[src/rtl/tli_pkg.sv]
// ----------------------------------------------------------------------------
// tli_pkg: shared definitions for the table linear interpolator
// Widths, function and status codes, and the command and status structs
// that join the controller to the datapath.
// ----------------------------------------------------------------------------
package tli_pkg;

   // table geometry
   localparam int MAX_POINTS = 2048;
   localparam int ADDR_W     = $clog2(MAX_POINTS);
   localparam int CNT_W      = $clog2(MAX_POINTS + 1);

   // field widths
   localparam int FUNC_W = 2;
   localparam int E_W    = 24;
   localparam int V_W    = 32;
   localparam int ST_W   = 3;
   localparam int PROD_W = E_W + V_W;
   localparam int NUM_W  = PROD_W + 1;
   localparam int DIV_CNT_W = $clog2(NUM_W + 1);

   // function codes
   localparam logic [FUNC_W-1:0] FN_CLEAR  = 2'd0;
   localparam logic [FUNC_W-1:0] FN_APPEND = 2'd1;
   localparam logic [FUNC_W-1:0] FN_QUERY  = 2'd2;

   // status codes
   localparam logic [ST_W-1:0] ST_OK    = 3'd0;
   localparam logic [ST_W-1:0] ST_BELOW = 3'd1;
   localparam logic [ST_W-1:0] ST_ABOVE = 3'd2;
   localparam logic [ST_W-1:0] ST_EMPTY = 3'd3;
   localparam logic [ST_W-1:0] ST_FULL  = 3'd4;

   // table read address select
   localparam logic [1:0] ASEL_ZERO = 2'd0;
   localparam logic [1:0] ASEL_ONE  = 2'd1;
   localparam logic [1:0] ASEL_LAST = 2'd2;
   localparam logic [1:0] ASEL_NEXT = 2'd3;

   // result value select
   localparam logic [1:0] RSEL_ZERO = 2'd0;
   localparam logic [1:0] RSEL_LAST = 2'd1;
   localparam logic [1:0] RSEL_QUOT = 2'd2;

   typedef struct packed {
      logic             latch_req;
      logic             clear_cnt;
      logic             append;
      logic [1:0]       addr_sel;
      logic             scan_init;
      logic             scan_step;
      logic             seg_load;
      logic             mul;
      logic             div_start;
      logic             res_load;
      logic [1:0]       res_sel;
      logic [ST_W-1:0]  res_status;
      logic             out_load;
   } tli_cmd_type;

   typedef struct packed {
      logic [FUNC_W-1:0] func;
      logic              cnt_zero;
      logic              cnt_one;
      logic              cnt_full;
      logic              x_ge_last;
      logic              seg_hit;
      logic              scan_end;
      logic              div_done;
      logic              out_free;
   } tli_stat_type;

endpackage

[src/rtl/tli_ctrl.sv]
// ----------------------------------------------------------------------------
// tli_ctrl: interpolator sequencer
// Decodes each item and steps the datapath through clear, append, last-point
// check, segment scan, multiply and divide, then hands off the result.
// ----------------------------------------------------------------------------
module tli_ctrl import tli_pkg::*; (
   input  logic         clock,
   input  logic         reset,
   input  logic         req_valid,
   output logic         req_ready,
   input  tli_stat_type stat,
   output tli_cmd_type  cmd
);
   localparam logic [3:0] S_IDLE      = 4'd0;
   localparam logic [3:0] S_DISPATCH  = 4'd1;
   localparam logic [3:0] S_LAST_CHK  = 4'd2;
   localparam logic [3:0] S_SCAN0     = 4'd3;
   localparam logic [3:0] S_SCAN      = 4'd4;
   localparam logic [3:0] S_MUL       = 4'd5;
   localparam logic [3:0] S_DIV_START = 4'd6;
   localparam logic [3:0] S_DIV_WAIT  = 4'd7;
   localparam logic [3:0] S_EMIT      = 4'd8;

   logic [3:0] state_ff, state_in;

   always_comb begin
      state_in  = state_ff;
      cmd       = '0;
      req_ready = 1'b0;
      case (state_ff)
         S_IDLE: begin
            req_ready = 1'b1;
            if (req_valid) begin
               cmd.latch_req = 1'b1;
               state_in      = S_DISPATCH;
            end
         end
         S_DISPATCH: begin
            cmd.res_load   = 1'b1;
            cmd.res_sel    = RSEL_ZERO;
            cmd.res_status = ST_OK;
            state_in       = S_EMIT;
            case (stat.func)
               FN_CLEAR: begin
                  cmd.clear_cnt = 1'b1;
               end
               FN_APPEND: begin
                  if (stat.cnt_full) begin
                     cmd.res_status = ST_FULL;
                  end else begin
                     cmd.append = 1'b1;
                  end
               end
               FN_QUERY: begin
                  if (stat.cnt_zero) begin
                     cmd.res_status = ST_EMPTY;
                  end else begin
                     cmd.res_load = 1'b0;
                     cmd.addr_sel = ASEL_LAST;
                     state_in     = S_LAST_CHK;
                  end
               end
               default: begin
                  cmd.res_status = ST_OK;
               end
            endcase
         end
         // last point is on the read port now
         S_LAST_CHK: begin
            if (stat.x_ge_last) begin
               cmd.res_load   = 1'b1;
               cmd.res_sel    = RSEL_LAST;
               cmd.res_status = ST_ABOVE;
               state_in       = S_EMIT;
            end else if (stat.cnt_one) begin
               cmd.res_load   = 1'b1;
               cmd.res_sel    = RSEL_ZERO;
               cmd.res_status = ST_BELOW;
               state_in       = S_EMIT;
            end else begin
               cmd.addr_sel = ASEL_ZERO;
               state_in     = S_SCAN0;
            end
         end
         S_SCAN0: begin
            cmd.scan_init = 1'b1;
            cmd.addr_sel  = ASEL_ONE;
            state_in      = S_SCAN;
         end
         // one table entry per cycle, first matching segment wins
         S_SCAN: begin
            if (stat.seg_hit) begin
               cmd.seg_load = 1'b1;
               state_in     = S_MUL;
            end else if (stat.scan_end) begin
               cmd.res_load   = 1'b1;
               cmd.res_sel    = RSEL_ZERO;
               cmd.res_status = ST_BELOW;
               state_in       = S_EMIT;
            end else begin
               cmd.scan_step = 1'b1;
               cmd.addr_sel  = ASEL_NEXT;
            end
         end
         S_MUL: begin
            cmd.mul  = 1'b1;
            state_in = S_DIV_START;
         end
         S_DIV_START: begin
            cmd.div_start = 1'b1;
            state_in      = S_DIV_WAIT;
         end
         S_DIV_WAIT: begin
            if (stat.div_done) begin
               cmd.res_load   = 1'b1;
               cmd.res_sel    = RSEL_QUOT;
               cmd.res_status = ST_OK;
               state_in       = S_EMIT;
            end
         end
         S_EMIT: begin
            if (stat.out_free) begin
               cmd.out_load = 1'b1;
               state_in     = S_IDLE;
            end
         end
         default: begin
            state_in = S_IDLE;
         end
      endcase
   end

   always_ff @(posedge clock) begin
      if (reset) begin
         state_ff <= S_IDLE;
      end else begin
         state_ff <= state_in;
      end
   end
endmodule

[config.mk]
export PLATFORM = sky130hd
export DESIGN_NAME = tli_ctrl
export DESIGN_NICKNAME = d
export VERILOG_FILES = /design/src/rtl/tli_pkg.sv /design/src/rtl/tli_ctrl.sv
export SDC_FILE = /design/constraint.sdc
export NUM_CORES = 1
export LEC_CHECK = 0
export ABC_AREA = 1
export BUFFER_PORTS_ARGS = -buffer_cell sky130_fd_sc_hd__buf_4
export CAP_MARGIN = 15
export CORE_AREA = 4 4 41 43
export DETAILED_ROUTE_END_ITERATION = 8
export DIE_AREA = 0 0 45 47
export GPL_TIMING_DRIVEN = 0
export PLACE_DENSITY_LB_ADDON = 0.08
export SKIP_CTS_REPAIR_TIMING = 1
export SLEW_MARGIN = 20
export SYNTH_ARGS = -nofsm -noshare
export SYNTH_HDL_FRONTEND = slang
export SYNTH_SLANG_ARGS = --single-unit
[constraint.sdc]
create_clock -name clock -period 3.2 [get_ports clock]
set_input_delay 0.16 -clock clock [delete_from_list [all_inputs] [get_ports clock]]
set_output_delay 0.16 -clock clock [all_outputs]
set_load 0.05 [all_outputs]
==> out/metrics.cfg <==
[cts]
clkTransAtPathRegs_ps = 40
cts-root-buf = clkbuf_4
cts_buffers = 3
cts_max_path_buffers = 2
h-tree-depth = 1
clk_latency_ps = 230
tritoncts = built
cts.sinks = 4

[worst_hold_path]
min_from = reset
hp-class = in2reg

[critical_path]
crit_chain = inv_1, nor2_1, nand2_1, inv_1, nand3_1, o21ai_0, buf_4
startpoint = state_ff[0]$_SDFFE_PP0P_
reg2reg_from = state_ff[0]$_SDFFE_PP0P_
end_kind = output pin
cpMaxStageDelayCell = dfxtp_1
cpPeakStageDelay_ps = 400
worstSetupStartpointType = flop
cp_common_cell = inv_1
crit_fanout = 4
criticalPathCategory = reg2out
cp.arrival_ps = 1440
ff2ff_setup_slack_ps = 1980
cp.required_ps = 3040

[final_layout]
final_cells = 141
drive_above_1_share_pct = 32.54
post-route-cell-area_um2 = 767.0
largest_reg_flops = 4
antenna_cells = 0
multi_input_comb_area_um2 = 334.1
mostFrequentLayoutCell = buf_4
syn2layout_area_growth_pct = 53.25
fill_cells = 151
seq_area_um2 = 80.08
fin_nets = 144
top_register = state_ff
top_regs = state_ff (4)
final_cell_mix = buf_4, nand2_1, inv_1

[global_route]
antenna_found_initial = 0
track_usage_pct = 13.34
grt_pass1_wl_um = 2159
grt_pass1_vias = 562
grt-ovfl-total = 0
grt_max_degree = 10

[route]
drcViolationCount = 0
wl_per_cell_um = 9.191
met3_length_um = 136
drt-met1-wl_um = 561
detail_route.iter0.violations = 9
via_per_inst = 4.603
drt_pass1_iterations = 4
ant_nets = 0
vias = 649
wl_met2_um = 598
drt_wl_total_um = 1296
top_layer = met3

[sta]
fin_crit_sh_pct = 50.01
period_needed_ps = 1600
finalHoldViolCount = 0
maxSlewHeadroom_pct = 79.39
setup_viol = 0
rsz0062_at_grt = no
max_slew.worst_pin.slew_ps = 308.9
setup-tns-final_ps = 0
skew_ps = 4.230
final_max_slew_viol_count = 0
fmax_ghz = 0.6249

[logic_synthesis]
ys_ff_latch = 4
yosysWarnings = 0
synth-edff-count = 0
synth.distinct_cells = 16
ys.flop_type = dfxtp_1
synth_top_area_share_pct = 18.00
async_flop_share_pct = 0
synth.net_count = 109
syn_area_um2 = 500.5
synth_area_leader_cell = nand2_1
ys_seq_area_share_pct = 16.00
synthCells = 93
ys_top_cells_by_area = nand2_1, inv_1, dfxtp_1
syn_avg_cell_area_um2 = 5.382

[die]
io_pins = 31
num_rows = 13
start_util_pct = 38.46
core-area_um2 = 1301
die_x_um = 45
die_area_um2 = 2115
fp.dieH_um = 47

[placed_design]
numPortBuffers = 30
dp_cells = 138
gp_congestion = 0.7726
hpwl_um = 1159
placed_area_um2 = 744.5

[pwr]
vdd_ir_drop_max_uv = 243.6
power_density_nw_per_um2 = 349.8
power.leakage_nw = 0.5316

[job]
drv_cap = 0

[outcome]
status = finished clean

## worst max-delay path: cells and delay by family (launching register included)
| family | cells | cell delay [ps] |
|---|---|---|
| AOI/OAI and AO/OA | 1 | 90 |
| buffers and inverters | 3 | 380 |
| and+or+nand+nor | 3 | 360 |
| DFF | 1 | 400 |
## metal layers
layer / up-vias / GRT usage, %
li1: 346 / -
met1: 276 / 16.33
met2: 27 / 23.16
met3: 0 / 3.448
met4: 0 / 3.509
met5: - / 0
## cell usage after synthesis (2+ instances only)
library cell / n
a21oi_1: 2
dfxtp_1: 4
ha_1: 3
inv_1: 22
nand2_1: 24
nand3_1: 7
nand3b_1: 2
nand4_1: 3
nor2_1: 16
nor2_2: 3
nor2_4: 2
## stage by stage
step	power (mW)	util (%)	hold slack (ps)	setup slack [ps]
finish	0.2683	58.94	115.4	1600
global placement	0.2083	57.21	351.8	1842
global route	0.2897	58.94	109.3	1428
floorplan	0.1639	-	229.1	1292
detailed placement	0.2098	57.21	350.9	1827
CTS	0.2712	58.94	112.6	1585
## power by group
group	leakage, nW	internal [mW]	switching (mW)	total [mW]
logic	0.485	0.0471	0.0982	0.145
clock network	0.0138	0.0418	0.0187	0.0605
registers	0.0327	0.0552	0.00733	0.0625
## cells by family after synthesis
kind of cell               synth area share (%)
adders and majority gates                 7.501
buffers and inverters                     17.25
DFF                                       16.00
and+or+nand+nor                           56.25
AOI/OAI and AO/OA                         2.999
## final timing paths
check,endpoint,cells after the start
max reg2reg,state_ff[0]$_SDFFE_PP0P_,6
min,state_ff[1]$_SDFFE_PP0P_,2
min reg2reg,state_ff[0]$_SDFFE_PP0P_,2
max,cmd[2],7
## area by class of cell
cell class / instances / share of cell area (%)
clock buffers: 3 / 2.936
inverters: 23 / 11.26
well taps: 15 / 2.447
multi-input cells: 66 / 43.56
flip-flops and latches: 4 / 10.44
repair buffers: 30 / 29.36
Power figures use the tool's default switching activity.
